--- src/design/qvr_pkg.sv ---
package qvr_pkg;

    localparam int FRAC_BITS  = 14;
    localparam int VEC_W      = 16;
    localparam int Q_W        = 16;
    localparam int ROT_W      = 17;

    // sum of squares and its square root
    localparam int SUM_W      = 2 * VEC_W;
    localparam int SQ_PAD     = 16;
    localparam int RAD_W      = SUM_W + SQ_PAD;
    localparam int RES_W      = RAD_W + 1;
    localparam int ROOT_W     = RAD_W / 2;
    localparam int SQ_N       = ROOT_W;

    // per-component divide
    localparam int LEN_FRAC   = SQ_PAD / 2;
    localparam int QUO_W      = FRAC_BITS + 1;
    localparam int REM_W      = VEC_W + FRAC_BITS + LEN_FRAC + 1;
    localparam int UNIT_W     = QUO_W + 1;

    // Hamilton products
    localparam int PR_W       = Q_W + UNIT_W;
    localparam int PS_W       = PR_W + 2;
    localparam int P_W        = PS_W - FRAC_BITS;
    localparam int MR_W       = P_W + Q_W;
    localparam int R_W        = MR_W + 2;

    localparam int FIFO_DEPTH = 4;
    localparam int FIFO_AW    = $clog2(FIFO_DEPTH);

    localparam int ADDR_W     = 4;
    localparam int DATA_W     = 32;

    typedef enum logic [1:0] {
        REG_QUAT_W = 2'd0,
        REG_QUAT_X = 2'd1,
        REG_QUAT_Y = 2'd2,
        REG_QUAT_Z = 2'd3
    } t_reg_idx;

    typedef struct packed {
        logic signed [Q_W-1:0] w;
        logic signed [Q_W-1:0] x;
        logic signed [Q_W-1:0] y;
        logic signed [Q_W-1:0] z;
    } t_quat;

    typedef struct packed {
        logic [VEC_W-1:0] mag_x;
        logic [VEC_W-1:0] mag_y;
        logic [VEC_W-1:0] mag_z;
        logic [2:0]       neg;
        logic             zero;
        logic [SUM_W-1:0] sumsq;
    } t_item;

    typedef struct packed {
        logic full;
        logic empty;
    } t_fifo_stat;

endpackage

--- src/design/qvr_fifo.sv ---
module qvr_fifo import qvr_pkg::*; (
    input  logic       i_clk,
    input  logic       i_rst_n,
    input  logic       i_push,
    input  t_item      i_item,
    input  logic       i_pop,
    output t_item      o_item,
    output t_fifo_stat o_stat
);

    t_item              r_mem [0:FIFO_DEPTH-1];
    logic [FIFO_AW-1:0] r_wp;
    logic [FIFO_AW-1:0] r_rp;
    logic [FIFO_AW:0]   r_count;

    assign o_item       = r_mem[r_rp];
    assign o_stat.full  = (r_count == (FIFO_AW+1)'(FIFO_DEPTH));
    assign o_stat.empty = (r_count == '0);

    always_ff @(posedge i_clk) begin
        if (!i_rst_n) begin
            r_wp    <= '0;
            r_rp    <= '0;
            r_count <= '0;
        end else begin
            if (i_push) begin
                r_wp <= r_wp + 1'b1;
            end
            if (i_pop) begin
                r_rp <= r_rp + 1'b1;
            end
            if (i_push && !i_pop) begin
                r_count <= r_count + 1'b1;
            end else if (i_pop && !i_push) begin
                r_count <= r_count - 1'b1;
            end
        end
    end

    always_ff @(posedge i_clk) begin
        if (i_push) begin
            r_mem[r_wp] <= i_item;
        end
    end

`ifndef SYNTHESIS
    a_no_overflow: assert property (@(posedge i_clk) disable iff (!i_rst_n)
        i_push |-> (!o_stat.full || i_pop))
        else $error("queue written while full");
    a_no_underflow: assert property (@(posedge i_clk) disable iff (!i_rst_n)
        i_pop |-> !o_stat.empty)
        else $error("queue read while empty");
`endif

endmodule

--- config.mk ---
export PLATFORM = sky130hd
export DESIGN_NAME = qvr_fifo
export DESIGN_NICKNAME = d
export VERILOG_FILES = /design/src/design/qvr_pkg.sv /design/src/design/qvr_fifo.sv
export SDC_FILE = /design/constraint.sdc
export NUM_CORES = 1
export LEC_CHECK = 0
export BUFFER_PORTS_ARGS = -buffer_cell sky130_fd_sc_hd__buf_2
export CAP_MARGIN = 20
export CORE_ASPECT_RATIO = 0.75
export CORE_UTILIZATION = 57
export DETAILED_ROUTE_END_ITERATION = 8
export PLACE_DENSITY = 0.9
export SLEW_MARGIN = 20
export SYNTH_ARGS = -nofsm -noshare
export SYNTH_HDL_FRONTEND = slang
export SYNTH_SLANG_ARGS = --single-unit
--- constraint.sdc ---
create_clock -name i_clk -period 3.97 [get_ports i_clk]
set_input_delay 0.794 -clock i_clk [delete_from_list [all_inputs] [get_ports i_clk]]
set_output_delay 0.794 -clock i_clk [all_outputs]
set_load 0.05 [all_outputs]
==> flow_summary.json, run 1 <==
{
  "layout-drive-gt1-share_pct": 45.1,
  "portBuffers": 173,
  "cts_buffers": 31,
  "die_y_um": 131,
  "antenna_found_initial": 2,
  "mostFrequentLayoutCell": "edfxtp_1",
  "min_period_ns": 3.18,
  "syn_inst": 481,
  "hold_path.class": "in -> reg",
  "grt_setup_unrepaired": "no",
  "rows": 46,
  "dp_hpwl_um": 14400,
  "crit_path_start_kind": "register",
  "synth_nets": 575,
  "wl_um": 23200,
  "syn_area_um2": 12600,
  "max_cap_viol_count": 0,
  "dpl-instance-area_um2": 13800,
  "worstPathRequired_ns": 3.18,
  "crit_type": "reg -> out",
  "die_w_um": 173,
  "p_seq_share_pct": 50.5,
  "ant_nets": 0,
  "post-cts-setup-buffer-count": 0,
  "root_buffer": "clkbuf_16",
  "post-place-ws_ns": 1.32,
  "wl_met1_um": 9550,
  "vias_per_cell": 5.82,
  "layout_common_cells": "336 x edfxtp_1, 173 x buf_2, 84 x mux4_2, 31 x clkbuf_16, 8 x clkinv_1",
  "seq_area_frac_synth_pct": 81.7,
  "end_kind": "primary output",
  "p_leak_nw": 4.99,
  "top_layer_used": "met4",
  "tns_ns": 0,
  "first_global_vias": 5902,
  "switching_power_mw": 2.12,
  "dr.pass1.iters": 5,
  "dieArea_um2": 22600,
  "post_drt_wl_per_cell_um": 23.5,
  "grt_pass1_wl_um": 34600,
  "final_max_slew_viol_count": 0,
  "fmax_mhz": 314,
  "grt-ovfl-total": 0,
  "grt_max_degree": 52,
  "grt.total_usage_pct": 20.6,
  "clk_latency_ns": 0.55,
  "critPathMaxFanout": 51,
  "num_vias": 5760,
  "ys_types": 21,
  "wl_met2_um": 11500,
  "finalNonFillerCells": 990,
  "path_clk_slew_ns": 0.07,
  "drt_iter0_markers": 462,
  "clock_path_buffers": 3,
  "finClkSkew_ns": 0.0125,
  "hold_viol": 0,
  "cts_resized": 0,
  "cts_sinks": 345,
  "p_sw_share_pct": 25.3,
  "power.internal_mw": 6.28,
  "final_util_pct": 69.5,
  "worstPathArrival_ns": 2.39,
  "yosys_warnings": 0,
  "pin_count": 174,
  "drc": 0,
  "slew_headroom_pct": 63.3,
  "cts_hold_buffers": 0,
  "fin_crit_sh_pct": 80.2,
  "ys_ff_latch": 345,
  "powerDensity_nw_per_um2": 567,
  "power.share.clock_pct": 35.6,
  "area_growth_pct": 18.1,
  "placed_cells": 931,
  "status": "finished, final reports clean",
  "cts_tree": "built",
  "initial_core_util_pct": 58.8,
  "worstMarginPinSlew_ns": 0.551,
  "finalWeightedCongestion": 0.710,
  "syn_area_per_cell_um2": 26.1,
  "wl_met3_um": 1860,
  "ir_worst_vdd_uv": 477,
  "core_um2": 21400,
  "setup_viol": 0,
  "final_nets": 770,
  "fin_ws_ns": 0.786,
  "final_cell_area_um2": 14800,
  "htree_levels": 1,
  "p_comb_share_pct": 13.9
}
synth_stat cells, drive strengths merged:
library cell	instances	share of area, %
edfxtp	336	80
mux4	84	15
buf	16	1.0
and2	9	0.45
dfxtp	9	1.4
ha	5	0.50
inv	4	0.12
xor2	3	0.21
clkbuf	2	0.060
mux2i	2	0.16
nor2b	2	0.10
xnor2	2	0.14
a21boi	1	0.060
fa	1	0.16
nand2	1	0.030
nor3	1	0.040
nor3b	1	0.060
o21ai	1	0.040
or3	1	0.050
metal layers:
layer | vias to the layer above | GRT usage, %
li1 | 2453 | -
met1 | 3017 | 29.2
met2 | 256 | 34.1
met3 | 34 | 4.54
met4 | 0 | 3.70
met5 | - | 0
flip-flops by register name, indices dropped and copies added, names as in the netlist, named ones only:
register / count
r_mem: 336
r_rp: 2
r_wp: 2
r_count: 3
final cells by class:
| class | count | area, um^2 |
|---|---|---|
| Antenna cell | 2 | 5.00 |
| Clock buffer | 34 | 787 |
| Clock inverter | 23 | 243 |
| Fill cell | 1283 | 6520 |
| Inverter | 4 | 15.0 |
| Multi-Input combinational cell | 114 | 2150 |
| Sequential cell | 345 | 10300 |
| Tap cell | 288 | 360 |
| Timing Repair Buffer | 180 | 993 |
worst max-delay path, stage by stage, from the launching register on:
cell and delay (ns):
dfxtp_4 0.54, buf_12 0.38, mux4_2 0.60, buf_2 0.23
through the flow:
stage | hold slack (ns) | power [mW]
5_1_grt | 0.437 | 8.67
4_1_cts | 0.428 | 8.49
3_3_place_gp | 0.481 | 5.45
2_1_floorplan | 0.472 | 5.19
6_report | 0.452 | 8.41
3_5_place_dp | 0.506 | 5.50
kinds of logic after synthesis:
group                      synth area share [%]
muxes                                      15.2
adders and majority gates                 0.657
and+or+nand+nor                           0.727
buffers and inverters                      1.21
DFF                                        81.7
AOI/OAI and AO/OA                        0.0996
xor gates and xnor gates                  0.349
power groups by stage:
stage | registers [mW] | logic (mW) | clock network [mW]
finish | 4.25 | 1.17 | 2.99
global route | 4.26 | 1.22 | 3.18
CTS | 4.25 | 1.18 | 3.06
detailed placement | 4.33 | 1.17 | 0
global placement | 4.31 | 1.15 | 0
floorplan | 4.30 | 0.894 | 0
final timing paths:
check	start	endpoint	slack, ns	cells after the start
setup / recovery	register	o_item[61]	0.79	3
hold / removal	i_item[59]	r_mem[0][59]$_DFFE_PP_	0.45	1
setup reg to reg	r_wp[0]$_SDFFE_PN0P_	r_mem[2][42]$_DFFE_PP_	2.13	4
hold reg to reg	r_count[2]$_SDFFE_PN0P_	r_count[2]$_SDFFE_PN0P_	0.52	2
Note: power is estimated with default switching activity, not from simulation.
==> run 2: changes to the inputs <==
clock period = 3 ns   (was 3.97 ns; I/O delays follow)
==> run 2 against run 1 <==
Compared with the run above:
- combinational power rose by 33%
- wire length down 0.62%
- global-route usage is 0.14 points higher
- first-iteration DRC count is 11% higher
- register-to-register slack got worse by 0.91 ns
- critical path type unchanged
- critical endpoint is now o_item[45]
- largest power group unchanged
==> flow_summary.json, run 2 (synthesis results as in run 1) <==
{
  "pin_count": 174,
  "mostFrequentLayoutCell": "edfxtp_1",
  "grt_pass1_wl_um": 34800,
  "grt_max_degree": 51,
  "cts_tree": "built",
  "hold_path.class": "in -> reg",
  "crit_type": "reg -> out",
  "clock_path_buffers": 3,
  "initial_core_util_pct": 58.8,
  "worst-path-buf-inv": 2,
  "fmax_mhz": 356,
  "cts_resized": 0,
  "die_w_um": 173,
  "layout_common_cells": "336 x edfxtp_1, 173 x buf_2, 84 x mux4_2, 31 x clkbuf_16, 8 x clkinv_2",
  "htree_levels": 1,
  "end_kind": "primary output",
  "p_leak_nw": 5.04,
  "first_global_vias": 5957,
  "dieArea_um2": 22600,
  "layout-drive-gt1-share_pct": 46.0,
  "cpPeakStageDelay_ns": 0.73,
  "final_cell_area_um2": 14900,
  "top_register": "r_mem",
  "dpl-instance-area_um2": 13800,
  "vias_per_cell": 5.72,
  "setup_viol": 0,
  "finalWeightedCongestion": 0.717,
  "num_vias": 5695,
  "post-cts-setup-buffer-count": 0,
  "critPathMaxFanout": 38,
  "finClkSkew_ns": 0.0191,
  "cts_buffers": 31,
  "antenna_found_initial": 3,
  "fin_ws_ns": 0.194,
  "path_clk_slew_ns": 0.06,
  "post-place-ws_ns": 0.714,
  "hold_viol": 0,
  "crit_family": "flip-flops",
  "tns_ns": 0,
  "worstPathArrival_ns": 2.21,
  "core_um2": 21400,
  "max_cap_viol_count": 0,
  "cts_sinks": 345,
  "slew_headroom_pct": 59.7,
  "area_growth_pct": 18.7,
  "drc": 0,
  "crit_path_top_delay_cell": "dfxtp_4",
  "portBuffers": 173,
  "grt_setup_unrepaired": "no",
  "min_period_ns": 2.81,
  "post_drt_wl_per_cell_um": 23.2,
  "grt-ovfl-total": 0,
  "final_nets": 775,
  "clk_latency_ns": 0.55,
  "largestRegisters": "r_mem (336), r_count (3)",
  "die_y_um": 131,
  "final_max_slew_viol_count": 0,
  "path_cells": "buf_4 -> mux4_2 -> buf_2",
  "powerDensity_nw_per_um2": 751,
  "root_buffer": "clkbuf_16",
  "dp_hpwl_um": 14500,
  "worstPathRequired_ns": 2.40,
  "largest_reg_flops": 336,
  "status": "finished, final reports clean",
  "fin_crit_sh_pct": 93.5,
  "drt_iter0_markers": 514,
  "worstMarginPinSlew_ns": 0.605,
  "wl_um": 23100,
  "cts_hold_buffers": 0,
  "ant_nets": 0,
  "ir_worst_vdd_uv": 568,
  "grt.total_usage_pct": 20.8,
  "rows": 46,
  "dr.pass1.iters": 6,
  "crit_path_start_kind": "register"
}
-- run 2: cell types whose count changed in the layout (fill, tap and decap cells not counted) --
cell / previous run / this run
clkinv_1: 8 / 4
buf_12: 6 / 7
diode_2: 2 / 4
bufinv_16: 5 / 6
clkinv_2: 6 / 8
buf_4: 1 / 5
-- run 2: layout make-up --
type | instances | area (um^2)
well taps | 288 | 360
diodes | 4 | 10.0
repair buffers | 185 | 1040
inverters | 4 | 15.0
clock inverters | 22 | 268
fillers | 1273 | 6440
flip-flops and latches | 345 | 10300
clock buffers | 34 | 787
multi-input cells | 114 | 2150
-- run 2: final timing paths --
kind,startpoint,endpoint,slack (ns),depth (start not counted)
setup / recovery,register,o_item[45],0.19,3
hold / removal,i_item[33],r_mem[2][33]$_DFFE_PP_,0.27,1
setup reg to reg,r_wp[0]$_SDFFE_PN0P_,r_mem[0][41]$_DFFE_PP_,1.22,4
hold reg to reg,r_count[2]$_SDFFE_PN0P_,r_count[2]$_SDFFE_PN0P_,0.53,2
-- run 2: per-stage QoR --
stage               hold slack [ns]  instances  utilization, %  power [mW]
floorplan                     0.472        481               -        6.87
global placement              0.484        936            64.9        7.24
detailed placement            0.526        936            64.9        7.30
CTS                           0.240        992            69.8        11.3
global route                  0.250        993            69.8        11.5
finish                        0.267        996            69.8        11.2
-- run 2: per-layer routing --
layer  wire length [um]  vias up  GRT usage (%)
met3               1600       34           4.77
met4                406        0           4.89
met1               9480     2986           28.3
met2              11600      212           34.8
li1                   -     2463              -
met5                  0        -              0
-- run 2: power by group --
part	total [mW]	leakage, nW	internal [mW]	switching, mW
sequential	5.62	3.16	5.53	0.0852
combinational	1.56	1.36	0.475	1.08
clock	4.03	0.517	2.40	1.62
