File: config.mk
export PLATFORM = sky130hd
export DESIGN_NAME = qvr_front_flat
export DESIGN_NICKNAME = d
export VERILOG_FILES = /design/src/design/qvr_pkg.sv /design/src/design/qvr_if.sv /design/src/design/qvr_front.sv /design/src/flat_wrapper.sv
export SDC_FILE = /design/constraint.sdc
export NUM_CORES = 1
export LEC_CHECK = 0
export BUFFER_PORTS_ARGS = -buffer_cell sky130_fd_sc_hd__buf_2
export CAP_MARGIN = 20
export CELL_PAD_IN_SITES_DETAIL_PLACEMENT = 1
export CELL_PAD_IN_SITES_GLOBAL_PLACEMENT = 2
export CORE_MARGIN = 2
export CORE_UTILIZATION = 45
export CTS_CLUSTER_SIZE = 40
export DETAILED_ROUTE_END_ITERATION = 10
export PLACE_DENSITY_LB_ADDON = 0.15
export REMOVE_ABC_BUFFERS = 1
export SLEW_MARGIN = 10
export SYNTH_ARGS = -nofsm -noshare
export SYNTH_HDL_FRONTEND = slang
export SYNTH_SLANG_ARGS = --single-unit
File: constraint.sdc
create_clock -name i_clk -period 22.4 [get_ports i_clk]
set_input_delay 1.12 -clock i_clk [delete_from_list [all_inputs] [get_ports i_clk]]
set_output_delay 1.12 -clock i_clk [all_outputs]
set_load 0.005 [all_outputs]
File: src/design/qvr_pkg.sv
package qvr_pkg;

    localparam int FRAC_BITS  = 14;
    localparam int VEC_W      = 16;
    localparam int Q_W        = 16;
    localparam int ROT_W      = 17;

    // sum of squares and its square root
    localparam int SUM_W      = 2 * VEC_W;
    localparam int SQ_PAD     = 16;
    localparam int RAD_W      = SUM_W + SQ_PAD;
    localparam int RES_W      = RAD_W + 1;
    localparam int ROOT_W     = RAD_W / 2;
    localparam int SQ_N       = ROOT_W;

    // per-component divide
    localparam int LEN_FRAC   = SQ_PAD / 2;
    localparam int QUO_W      = FRAC_BITS + 1;
    localparam int REM_W      = VEC_W + FRAC_BITS + LEN_FRAC + 1;
    localparam int UNIT_W     = QUO_W + 1;

    // Hamilton products
    localparam int PR_W       = Q_W + UNIT_W;
    localparam int PS_W       = PR_W + 2;
    localparam int P_W        = PS_W - FRAC_BITS;
    localparam int MR_W       = P_W + Q_W;
    localparam int R_W        = MR_W + 2;

    localparam int FIFO_DEPTH = 4;
    localparam int FIFO_AW    = $clog2(FIFO_DEPTH);

    localparam int ADDR_W     = 4;
    localparam int DATA_W     = 32;

    typedef enum logic [1:0] {
        REG_QUAT_W = 2'd0,
        REG_QUAT_X = 2'd1,
        REG_QUAT_Y = 2'd2,
        REG_QUAT_Z = 2'd3
    } t_reg_idx;

    typedef struct packed {
        logic signed [Q_W-1:0] w;
        logic signed [Q_W-1:0] x;
        logic signed [Q_W-1:0] y;
        logic signed [Q_W-1:0] z;
    } t_quat;

    typedef struct packed {
        logic [VEC_W-1:0] mag_x;
        logic [VEC_W-1:0] mag_y;
        logic [VEC_W-1:0] mag_z;
        logic [2:0]       neg;
        logic             zero;
        logic [SUM_W-1:0] sumsq;
    } t_item;

    typedef struct packed {
        logic full;
        logic empty;
    } t_fifo_stat;

endpackage

File: src/design/qvr_if.sv
interface qvr_in_if import qvr_pkg::*; ();
    logic                    valid;
    logic                    ready;
    logic signed [VEC_W-1:0] vec_x;
    logic signed [VEC_W-1:0] vec_y;
    logic signed [VEC_W-1:0] vec_z;

    modport source (output valid, vec_x, vec_y, vec_z, input ready);
    modport sink   (input valid, vec_x, vec_y, vec_z, output ready);
endinterface


File: src/design/qvr_front.sv
module qvr_front import qvr_pkg::*; (
    input  logic       i_clk,
    input  logic       i_rst_n,
    qvr_in_if.sink     i_in,
    input  t_fifo_stat i_stat,
    output logic       o_push,
    output t_item      o_item
);

    logic  r_valid;
    t_item r_item;
    t_item n_item;

    assign i_in.ready = !r_valid || !i_stat.full;
    assign o_push     = r_valid && !i_stat.full;
    assign o_item     = r_item;

    always_comb begin
        n_item.mag_x = i_in.vec_x[VEC_W-1] ? VEC_W'(-i_in.vec_x) : VEC_W'(i_in.vec_x);
        n_item.mag_y = i_in.vec_y[VEC_W-1] ? VEC_W'(-i_in.vec_y) : VEC_W'(i_in.vec_y);
        n_item.mag_z = i_in.vec_z[VEC_W-1] ? VEC_W'(-i_in.vec_z) : VEC_W'(i_in.vec_z);
        n_item.neg   = {i_in.vec_z[VEC_W-1], i_in.vec_y[VEC_W-1], i_in.vec_x[VEC_W-1]};
        n_item.zero  = (i_in.vec_x == '0) && (i_in.vec_y == '0) && (i_in.vec_z == '0);
        n_item.sumsq = SUM_W'(n_item.mag_x) * SUM_W'(n_item.mag_x)
                     + SUM_W'(n_item.mag_y) * SUM_W'(n_item.mag_y)
                     + SUM_W'(n_item.mag_z) * SUM_W'(n_item.mag_z);
    end

    always_ff @(posedge i_clk) begin
        if (!i_rst_n) begin
            r_valid <= 1'b0;
        end else if (i_in.ready) begin
            r_valid <= i_in.valid;
        end
    end

    always_ff @(posedge i_clk) begin
        if (i_in.valid && i_in.ready) begin
            r_item <= n_item;
        end
    end

endmodule

File: src/flat_wrapper.sv
// flat-port wrapper written by rule: the top's interface ports become plain ports
module qvr_front_flat import qvr_pkg::*;
  (i_clk, i_rst_n, i_stat, o_push, o_item, i_in_valid, i_in_vec_x, i_in_vec_y, i_in_vec_z, i_in_ready);
  qvr_in_if i_in_i ();
  input  logic i_clk;
  input  logic i_rst_n;
  input  t_fifo_stat i_stat;
  output logic o_push;
  output t_item o_item;
  input wire logic [$bits(i_in_i.valid)-1:0] i_in_valid;
  input wire logic [$bits(i_in_i.vec_x)-1:0] i_in_vec_x;
  input wire logic [$bits(i_in_i.vec_y)-1:0] i_in_vec_y;
  input wire logic [$bits(i_in_i.vec_z)-1:0] i_in_vec_z;
  output wire logic [$bits(i_in_i.ready)-1:0] i_in_ready;
  assign i_in_i.valid = i_in_valid;
  assign i_in_i.vec_x = i_in_vec_x;
  assign i_in_i.vec_y = i_in_vec_y;
  assign i_in_i.vec_z = i_in_vec_z;
  assign i_in_ready = i_in_i.ready;
  qvr_front u_core (.i_clk(i_clk), .i_rst_n(i_rst_n), .i_in(i_in_i), .i_stat(i_stat), .o_push(o_push), .o_item(o_item));
endmodule
==> results of run 1 <==
-- critical path: cells and delay by family --
kind | cells | cell delay (ns)
AND/OR/NAND/NOR | 5 | 1.10
buffers and inverters | 10 | 1.89
adder cells (fa/ha/maj) | 11 | 5.13
XOR/XNOR | 1 | 0.62
AO/OA/AOI/OAI | 5 | 1.70
-- Yosys cell counts (6+ instances only) --
library cell    n
a21o_1         16
a21oi_1        26
clkbuf_1       33
clkinv_1       18
edfxtp_1       84
fa_1          610
ha_1          257
inv_1         868
inv_2           7
nand2_1       190
nand2b_1       10
nor2_1        214
nor3_1         13
o21a_1          7
o21ai_0        22
o31ai_1         8
o41ai_1         6
or4_1           6
xnor2_1        51
xor2_1         33
-- registers in the layout, summed over array words and instances, names as in the netlist --
| signal | count |
|---|---|
| u_core.r_valid | 1 |
| u_core.o_item | 84 |
-- path summary, 6_finish.rpt --
kind	start	endpoint	slack [ns]	depth (start not counted)
worst max-delay path	i_in_vec_y[0]	u_core.o_item[31]$_DFFE_PP_	10.95	32
worst min-delay path	u_core.r_valid$_SDFFE_PN0N_	u_core.r_valid$_SDFFE_PN0N_	0.53	2
worst max register to register	u_core.r_valid$_SDFFE_PN0N_	u_core.o_item[42]$_DFFE_PP_	20.36	3
worst min register to register	u_core.r_valid$_SDFFE_PN0N_	u_core.r_valid$_SDFFE_PN0N_	0.53	2
-- per-stage QoR --
stage	cell area, um2	hold WS [ns]	worst slack (ns)	util (%)
5_1_grt	27200	0.568	10.32	49.4
3_5_place_dp	26900	0.527	10.57	48.9
2_1_floorplan	24900	0.487	12.08	-
4_1_cts	27200	0.536	10.94	49.4
6_report	27200	0.533	10.95	49.4
3_3_place_gp	26900	0.500	10.72	48.9
-- final cells by class --
cell class                      count  area (um2)
Sequential cell                    85        2540
Tap cell                          748         936
Fill cell                        6339       27800
Inverter                          893        3350
Timing Repair Buffer              177         986
Clock buffer                       10         229
Multi-Input combinational cell   1573       19100
Clock inverter                      6        72.6
-- routing by layer --
layer	GRT usage [%]	vias to the layer above
met5	0	-
met4	11.3	0
met3	2.32	114
met2	49.6	274
met1	28.6	9103
li1	-	7658
-- placed cells by master (no fill, tap or decap), types with 4 or more instances in the layout --
cell,synthesis,routed
inv_1,868,868
fa_1,610,610
ha_1,257,257
nor2_1,214,214
nand2_1,190,190
buf_2,0,137
edfxtp_1,84,84
xnor2_1,51,51
buf_4,0,40
conb_1,2,38
xor2_1,33,33
a21oi_1,26,26
o21ai_0,22,22
clkinv_1,18,18
a21o_1,16,16
nor3_1,13,13
nand2b_1,10,10
clkbuf_16,0,9
o31ai_1,8,8
o21a_1,7,7
inv_2,7,7
or4_1,6,6
o41ai_1,6,6
nand3_1,5,5
nor2b_1,5,5
or3_1,4,4
nor4_1,5,4
a31oi_1,4,4
-- logic make-up after synthesis --
family | after synthesis | share of synthesized area, %
XOR/XNOR | 85 | 3.05
AND/OR/NAND/NOR | 469 | 7.83
buffers and inverters | 927 | 14.0
flip-flops | 85 | 10.2
multiplexers | 3 | 0.120
other | 2 | 0.0301
adder cells (fa/ha/maj) | 867 | 61.9
AO/OA/AOI/OAI | 111 | 2.93
==> summary.md, run 1 <==
| Metric | Value |
|---|---|
| CORE AREA | `55,000 um2` |
| Number of synthesized flops with an enable pin | `84` |
| Hold_buf cts | `0` |
| Die Width | `239 um` |
| Ys async rst share | `0%` |
| Slew @ Worst Pin | `0.994 ns` |
| Die Area | `57,300 um2` |
| Initial DRC Count | `616` |
| Fin cells | `3,492` |
| Dominant cell type by area after synthesis | `fa_1` |
| Number of placed I/O pins | `139` |
| H-Tree Depth | `3` |
| CP max stage cell | `a2111oi_1` |
| Crit path kind | `input port to flip-flop` |
| Via-per-instance ratio | `4.91` |
| Most used DFF post-synth | `edfxtp_1` |
| Initial DRT Pass Iterations | `5` |
| Final hold vios | `0` |
| Cell Rows | `86` |
| Crit path top cell by count | `fa_1` |
| GRT Total Usage | `25.7%` |
| CP peak stage delay | `0.68 ns` |
| Remaining DRCs | `0` |
| Metal-1 WL | `24,700 um` |
| Largest net degree at the start of global routing | `46` |
| Syn Area/Cell | `9.78 um2` |
| Post-Syn Area | `24,900 um2` |
| Final setup vio count | `0` |
| Tmin final | `11.45 ns` |
| Slew margin rel. | `33.2%` |
| Clock Root Buffer | `clkbuf_16` |
| Post-DP HPWL | `60,500 um` |
| #FFs+latches synth | `85` |
| CTS Buffer Depth | `2` |
| Via count | `17,149` |
| Diodes inserted | `0` |
| Layout area overhead | `8.95%` |
| Warnings, synthesis | `0` |
| Number of buffers added on ports | `137` |
| Max Fclk | `87.4 MHz` |
| Post-CTS Resized | `0` |
| Hold WC Path Type | `flip-flop to flip-flop` |
| Max_cap viols | `0` |
| Starting density of the core | `45.4%` |
| Critical path required time | `22.52 ns` |
| Clk sink count | `85` |
| Vias in the first global route | `20,486` |
| DR WL met2 | `38,500 um` |
| Tcrit/Tclk final | `51.1%` |
| Initial antenna violation count | `0` |
| Clock slew at reported path FFs | `0.07 ns` |
| RSZ-0062 raised after global routing | `false` |
| Share of cells above drive strength 1 | `7.69%` |
| WL/cell | `19.5 um` |
| Final ANT Viol Nets | `0` |
| TritonCTS buffer count | `9` |
| Setup bufs post-CTS | `0` |
| Clock Skew | `0.00804 ns` |
| Startpoint types | `input port` |
| Run status | `finished, final reports clean` |
| Max layer used | `met4` |
| Worst-skew pair later-pin latency | `0.39 ns` |
| TritonCTS clock tree | `yes` |
| First-pass GRT wire length | `109,000 um` |
| CP max FO | `18` |
| Drt total wl | `68,100 um` |
| Dpl cells | `3,476` |
| Final-stage net count | `3,659` |
| Syn Inst Count | `2,549` |
| Die height | `239 um` |
| CP Capture Type | `flip-flop` |
| Final TNS setup | `0 ns` |
| Register area share after synthesis | `10.2%` |
| Synth top area cells | `fa_1, inv_1, ha_1, edfxtp_1, nor2_1` |
| Final Wtd Congestion | `0.859` |
| Total gr overflow | `0` |
| Post-synth top area share | `49.0%` |
| WP data arrival | `11.56 ns` |
| Final max-slew violation count | `0` |
| Yosys cell types | `53` |
| WL met3 | `1740 um` |
Power of run 1 is left out: the tool's default activity adds up to more than one toggle a clock period on the data nets, which glitch-free logic cannot reach.
==> run 2, diff against run 1 <==
--- a/config.mk
+++ b/config.mk
@@ -10,7 +10,7 @@
 export CELL_PAD_IN_SITES_DETAIL_PLACEMENT = 1
 export CELL_PAD_IN_SITES_GLOBAL_PLACEMENT = 2
 export CORE_MARGIN = 2
-export CORE_UTILIZATION = 45
+export CORE_UTILIZATION = 42
 export CTS_CLUSTER_SIZE = 40
 export DETAILED_ROUTE_END_ITERATION = 10
 export PLACE_DENSITY_LB_ADDON = 0.15
==> constraint.sdc (replaced) <==
create_clock -name i_clk -period 10.7 [get_ports i_clk]
set_input_delay 0.535 -clock i_clk [delete_from_list [all_inputs] [get_ports i_clk]]
set_output_delay 0.535 -clock i_clk [all_outputs]
set_load 0.005 [all_outputs]
==> run 2 against run 1 <==
Against the previous run:
- sequential share of layout area is 0.064 points lower
- wire length is 1.6% higher
- final area is 0.69% higher
- critical endpoint unchanged
- register-to-register slack worse by 12 ns
- non-clock buffer count is 24 higher
- final cell count is 1.4% higher
- via count hardly changed
==> summary.md, run 2 (synthesized netlist as in run 1, its figures left out) <==
| Metric | Value |
|---|---|
| GRT Total Usage | `24.4% (-1.3 points)` |
| Post-DP HPWL | `61,700 um (+1.9%)` |
| R2R Path Start | `u_core.r_valid$_SDFFE_PN0N_` |
| Slew @ Worst Pin | `0.740 ns (-0.254 ns)` |
| Total gr overflow | `0 (unchanged)` |
| Die height | `248 um (+3.5%)` |
| Setup bufs post-CTS | `0 (unchanged)` |
| Via-per-instance ratio | `4.85 (-1.3%)` |
| Worst hold path endpoint | `u_core.r_valid$_SDFFE_PN0N_` |
| Crit path kind | `input port to flip-flop` |
| WHS Path Cells | `2 (unchanged)` |
| Number of placed I/O pins | `139 (unchanged)` |
| Initial DRT Pass Iterations | `5 (unchanged)` |
| Number of fillers in the final layout | `6,785 (+7.0%)` |
| Via count | `17,160 (+0.064%)` |
| Metal-1 WL | `25,300 um (+2.5%)` |
| Initial DRC Count | `789 (+28%)` |
| Die Width | `248 um (+3.5%)` |
| Starting density of the core | `42.3% (-3.0 points)` |
| DR WL met2 | `39,300 um (+2.1%)` |
| Cell Rows | `89 (+3.5%)` |
| Max reg flops | `84 (unchanged)` |
| Vias in the first global route | `19,954 (-2.6%)` |
| Final-stage net count | `3,683 (+0.66%)` |
| Clock Skew | `0.0111 ns (+0.00309 ns)` |
| WL/cell | `19.5 um (+0.16%)` |
| Largest net degree at the start of global routing | `49 (+6.5%)` |
| Remaining DRCs | `0 (unchanged)` |
| Startpoint types | `input port` |
| Final Wtd Congestion | `0.872 (+1.6%)` |
| Clk sink count | `85 (unchanged)` |
| Max layer used | `met4` |
| Critical path required time | `10.83 ns (-11.69 ns)` |
| Delay-heaviest family, CP | `adder cells` |
| H-Tree Depth | `3 (unchanged)` |
| CTS Buffer Depth | `2 (unchanged)` |
| Final ANT Viol Nets | `0 (unchanged)` |
| Tcrit/Tclk final | `94.2%` |
| Commonest non-fill, non-tap cells in the layout | `inv_1, fa_1, ha_1` |
| Final setup vio count | `0 (unchanged)` |
| CP Capture Type | `flip-flop` |
| Hold_buf cts | `0 (unchanged)` |
| WP data arrival | `10.21 ns (-1.35 ns)` |
| WL met3 | `2010 um (+15%)` |
| Commonest non-fill, non-tap cell in the layout | `inv_1` |
| Hold_sp | `i_rst_n` |
| Initial antenna violation count | `0 (unchanged)` |
| FF-to-FF End | `u_core.o_item[41]$_DFFE_PP_` |
| Tmin final | `10.08 ns` |
| Final core utilization | `46.4% (-3.0 points)` |
| R2R Setup Slk | `8.68 ns (-11.68 ns)` |
| WP buf/inv | `8 (-2)` |
| Die Area | `61,300 um2 (+7.0%)` |
| Crit path top cell by count | `fa_1` |
| Placed cell area | `27,100 um2 (+0.79%)` |
| Layout area overhead | `9.70%` |
| Diodes inserted | `0 (unchanged)` |
| CP max FO | `9 (-9)` |
| Final hold vios | `0 (unchanged)` |
| Drt total wl | `69,200 um (+1.6%)` |
| First-pass GRT wire length | `110,000 um (+0.80%)` |
| CP max stage cell | `a2111oi_1` |
| TritonCTS buffer count | `9 (unchanged)` |
| Worst-skew pair later-pin latency | `0.40 ns (about the same)` |
| R2R depth | `3 (unchanged)` |
| Clock slew at reported path FFs | `0.07 ns (about the same)` |
| Max_cap viols | `0 (unchanged)` |
| Design area | `27,400 um2 (+0.69%)` |
| Hold Slack | `0.339 ns (-0.194 ns)` |
| Final max-slew violation count | `0 (unchanged)` |
| CP peak stage delay | `0.62 ns (-0.06 ns)` |
| Clock Root Buffer | `clkbuf_16` |
| CORE AREA | `58,900 um2 (+7.1%)` |
| Post-CTS Resized | `0 (unchanged)` |
| Slew margin rel. | `50.5% (+17 points)` |
| Share of cells above drive strength 1 | `8.49% (+0.80 points)` |
| TritonCTS clock tree | `yes` |
| Final TNS setup | `0 ns (unchanged)` |
| RSZ-0062 raised after global routing | `false` |
| Number of buffers added on ports | `137 (unchanged)` |
| Max Fclk | `99.2 MHz` |
| Run status | `finished, final reports clean` |
| Hold WC Path Type | `input port to flip-flop` |
[run 2: cell count changes in the layout (fill, tap and decap cells not counted), sizes merged]
cell      before  now
buf          177  201
clkinv        19   21
bufinv         1    0
clkinvlp       3    2
[run 2: worst max-delay path by stage]
stage / start / to / cells past startpoint
after floorplan: i_in_vec_y[0] / u_core.o_item[31]$_DFFE_PP_ / 30
after global placement: i_in_vec_x[5] / u_core.o_item[31]$_DFFE_PP_ / 32
after detailed placement: i_in_vec_x[5] / u_core.o_item[31]$_DFFE_PP_ / 31
after CTS: i_in_vec_x[5] / u_core.o_item[31]$_DFFE_PP_ / 31
after global routing: i_in_vec_x[5] / u_core.o_item[31]$_DFFE_PP_ / 31
final: i_in_vec_x[5] / u_core.o_item[31]$_DFFE_PP_ / 31
[run 2: final cells by class]
class / count / area (um2) / share of cell area, %
timing repair buffer: 201 / 1170 / 4.26
inverter: 893 / 3350 / 12.3
tap: 773 / 967 / 3.54
multi-input combinational: 1573 / 19100 / 69.6
clock buffer: 10 / 229 / 0.837
sequential: 85 / 2540 / 9.29
clock inverter: 6 / 48.8 / 0.178
[run 2: metrics by stage]
stage | instances | worst slack [ns]
finish | 3541 | 0.621
global route | 3541 | 0.191
CTS | 3541 | 0.620
detailed placement | 3525 | 0.193
global placement | 3525 | 0.431
floorplan | 2551 | 0.961
[run 2: worst register-to-register path, stage by stage (launching register included)]
cell     delay [ns]
dfxtp_1        0.32
nand2_1        0.09
and2_4         0.52
buf_4          0.67
[run 2: layer usage]
metal  vias up  GRT usage [%]
met5         -              0
met4         0           8.59
met1      9118           27.8
met2       263           47.0
met3        79           2.54
li1       7700              -
Power of run 2 is left out for the same reason.
==> run 3, diff against run 2 <==
--- a/config.mk
+++ b/config.mk
@@ -10,12 +10,12 @@
 export CELL_PAD_IN_SITES_DETAIL_PLACEMENT = 1
 export CELL_PAD_IN_SITES_GLOBAL_PLACEMENT = 2
 export CORE_MARGIN = 2
-export CORE_UTILIZATION = 42
+export CORE_UTILIZATION = 45
 export CTS_CLUSTER_SIZE = 40
 export DETAILED_ROUTE_END_ITERATION = 10
 export PLACE_DENSITY_LB_ADDON = 0.15
 export REMOVE_ABC_BUFFERS = 1
-export SLEW_MARGIN = 10
+export SLEW_MARGIN = 25
 export SYNTH_ARGS = -nofsm -noshare
 export SYNTH_HDL_FRONTEND = slang
 export SYNTH_SLANG_ARGS = --single-unit
==> constraint.sdc (replaced) <==
create_clock -name i_clk -period 12.65 [get_ports i_clk]
set_input_delay 0.6325 -clock i_clk [delete_from_list [all_inputs] [get_ports i_clk]]
set_output_delay 0.6325 -clock i_clk [all_outputs]
set_load 0.005 [all_outputs]
==> run 3 against run 2 <==
Against the previous run:
- worst setup slack gained 1.6 ns
- critical path depth grew 2
- final cell count is 1.0% lower
- largest cell class unchanged
- hold slack better by 0.12 ns
- sequential cell count did not move
- via count down 0.68%
- register-to-register slack better by 2.0 ns
- wire length fell by 2.9%
- clock skew is essentially flat
- clock-buffer cell count unchanged
==> summary.md, run 3 (synthesized netlist as in run 1, its figures left out) <==
| Metric | Value |
|---|---|
| Run status | `finished, final reports clean` |
| Post-DP HPWL | `59,700 um (-3.1%)` |
| RSZ-0062 raised after global routing | `false` |
| Worst-skew pair later-pin latency | `0.40 ns (about the same)` |
| Final-stage net count | `3,671 (-0.33%)` |
| Initial DRT Pass Iterations | `4 (-1)` |
| Setup bufs post-CTS | `0 (unchanged)` |
| Hold_buf cts | `0 (unchanged)` |
| Number of placed I/O pins | `139 (unchanged)` |
| Share of cells above drive strength 1 | `8.09% (-0.40 points)` |
| Dpl cells | `3,488 (-1.0%)` |
| Max Fclk | `95.7 MHz` |
| Number of fillers in the final layout | `6,318 (-6.9%)` |
| Crit path top cell by count | `fa_1` |
| CP max stage cell | `xor2_1` |
| Final setup vio count | `0 (unchanged)` |
| Total gr overflow | `0 (unchanged)` |
| CP peak stage delay | `0.67 ns (+0.05 ns)` |
| Max_cap viols | `0 (unchanged)` |
| Hold WC Path Type | `input port to flip-flop` |
| Critical path required time | `12.77 ns (+1.94 ns)` |
| Initial antenna violation count | `0 (unchanged)` |
| Starting density of the core | `45.4% (+3.0 points)` |
| Slew @ Worst Pin | `0.956 ns (+0.216 ns)` |
| Final hold vios | `0 (unchanged)` |
| WL/cell | `19.2 um (-1.8%)` |
| Final ANT Viol Nets | `0 (unchanged)` |
| Clock Root Buffer | `clkbuf_16` |
| Die height | `239 um (-3.3%)` |
| Via count | `17,044 (-0.68%)` |
| Die Area | `57,300 um2 (-6.6%)` |
| Fin cells | `3,504 (-1.0%)` |
| Max reg flops | `84 (unchanged)` |
| Slew margin rel. | `35.7% (-15 points)` |
| Delay-heaviest family, CP | `adder cells` |
| H-Tree Depth | `3 (unchanged)` |
| First-pass GRT wire length | `107,000 um (-2.7%)` |
| Drt total wl | `67,200 um (-2.9%)` |
| Clk sink count | `85 (unchanged)` |
| Remaining DRCs | `0 (unchanged)` |
| GRT Total Usage | `25.3% (+0.87 points)` |
| Final max-slew violation count | `0 (unchanged)` |
| Startpoint types | `input port` |
| Post-CTS Resized | `0 (unchanged)` |
| Number of buffers added on ports | `137 (unchanged)` |
| CP Capture Type | `flip-flop` |
| Vias in the first global route | `19,797 (-0.79%)` |
| Tcrit/Tclk final | `82.6%` |
| Final core utilization | `49.6% (+3.1 points)` |
| CP max FO | `18 (+9)` |
| Layout area overhead | `9.31%` |
| Crit path kind | `input port to flip-flop` |
| Die Width | `239 um (-3.3%)` |
| CTS Buffer Depth | `2 (unchanged)` |
| Clock slew at reported path FFs | `0.07 ns (about the same)` |
| Initial DRC Count | `610 (-23%)` |
| Largest net degree at the start of global routing | `48 (-2.0%)` |
| Final TNS setup | `0 ns (unchanged)` |
| Diodes inserted | `0 (unchanged)` |
| Commonest non-fill, non-tap cell in the layout | `inv_1` |
| Final Wtd Congestion | `0.860 (-1.4%)` |
| Tmin final | `10.45 ns` |
| TritonCTS buffer count | `9 (unchanged)` |
| Via-per-instance ratio | `4.86 (+0.37%)` |
| TritonCTS clock tree | `yes` |
| WP data arrival | `10.57 ns (+0.36 ns)` |
| Commonest non-fill, non-tap cells in the layout | `inv_1, fa_1, ha_1` |
| WP buf/inv | `9 (+1)` |
| Cell Rows | `86 (-3.4%)` |
| Clock Skew | `0.0109 ns (-0.000275 ns)` |
| CORE AREA | `55,000 um2 (-6.7%)` |
==> run 3: worst paths after layout <==
kind / from / to / slack (ns) / depth (start not counted)
setup / recovery: i_in_vec_y[0] / u_core.o_item[31]$_DFFE_PP_ / 2.20 / 33
hold / removal: i_rst_n / u_core.r_valid$_SDFFE_PN0N_ / 0.46 / 2
setup reg to reg: u_core.r_valid$_SDFFE_PN0N_ / u_core.o_item[7]$_DFFE_PP_ / 10.71 / 3
hold reg to reg: u_core.r_valid$_SDFFE_PN0N_ / u_core.r_valid$_SDFFE_PN0N_ / 0.54 / 2
==> run 3: per-stage QoR <==
step	cell area (um2)	setup slack, ns	hold slack [ns]
final	27300	2.20	0.458
after detailed placement	27000	1.75	0.522
after global placement	27000	1.92	0.501
after global routing	27300	1.74	0.485
after floorplan	24900	2.81	0.487
after CTS	27300	2.13	0.436
==> run 3: worst reg2reg max path: cells and delay by family, from the launching register on <==
kind,cells,cell delay (ns)
AND/OR/NAND/NOR,2,0.58
buffers and inverters,1,0.63
flip-flops,1,0.32
==> run 3: final cells by class <==
| cell class | count | area [um2] | share of cell area (%) |
|---|---|---|---|
| Sequential cell | 85 | 2540 | 9.33 |
| Clock inverter | 6 | 72.6 | 0.266 |
| Clock buffer | 10 | 229 | 0.840 |
| Timing Repair Buffer | 189 | 1080 | 3.95 |
| Inverter | 893 | 3350 | 12.3 |
| Multi-Input combinational cell | 1573 | 19100 | 69.9 |
| Tap cell | 748 | 936 | 3.43 |
==> run 3: layer usage <==
layer  GRT usage, %  vias up  wire (um)
li1               -     7672          -
met1           28.8     9060      24800
met2           49.1      241      38200
met3           1.84       71       1730
met4           9.17        0       2540
met5              0        -          0
Power of run 3 is left out for the same reason.
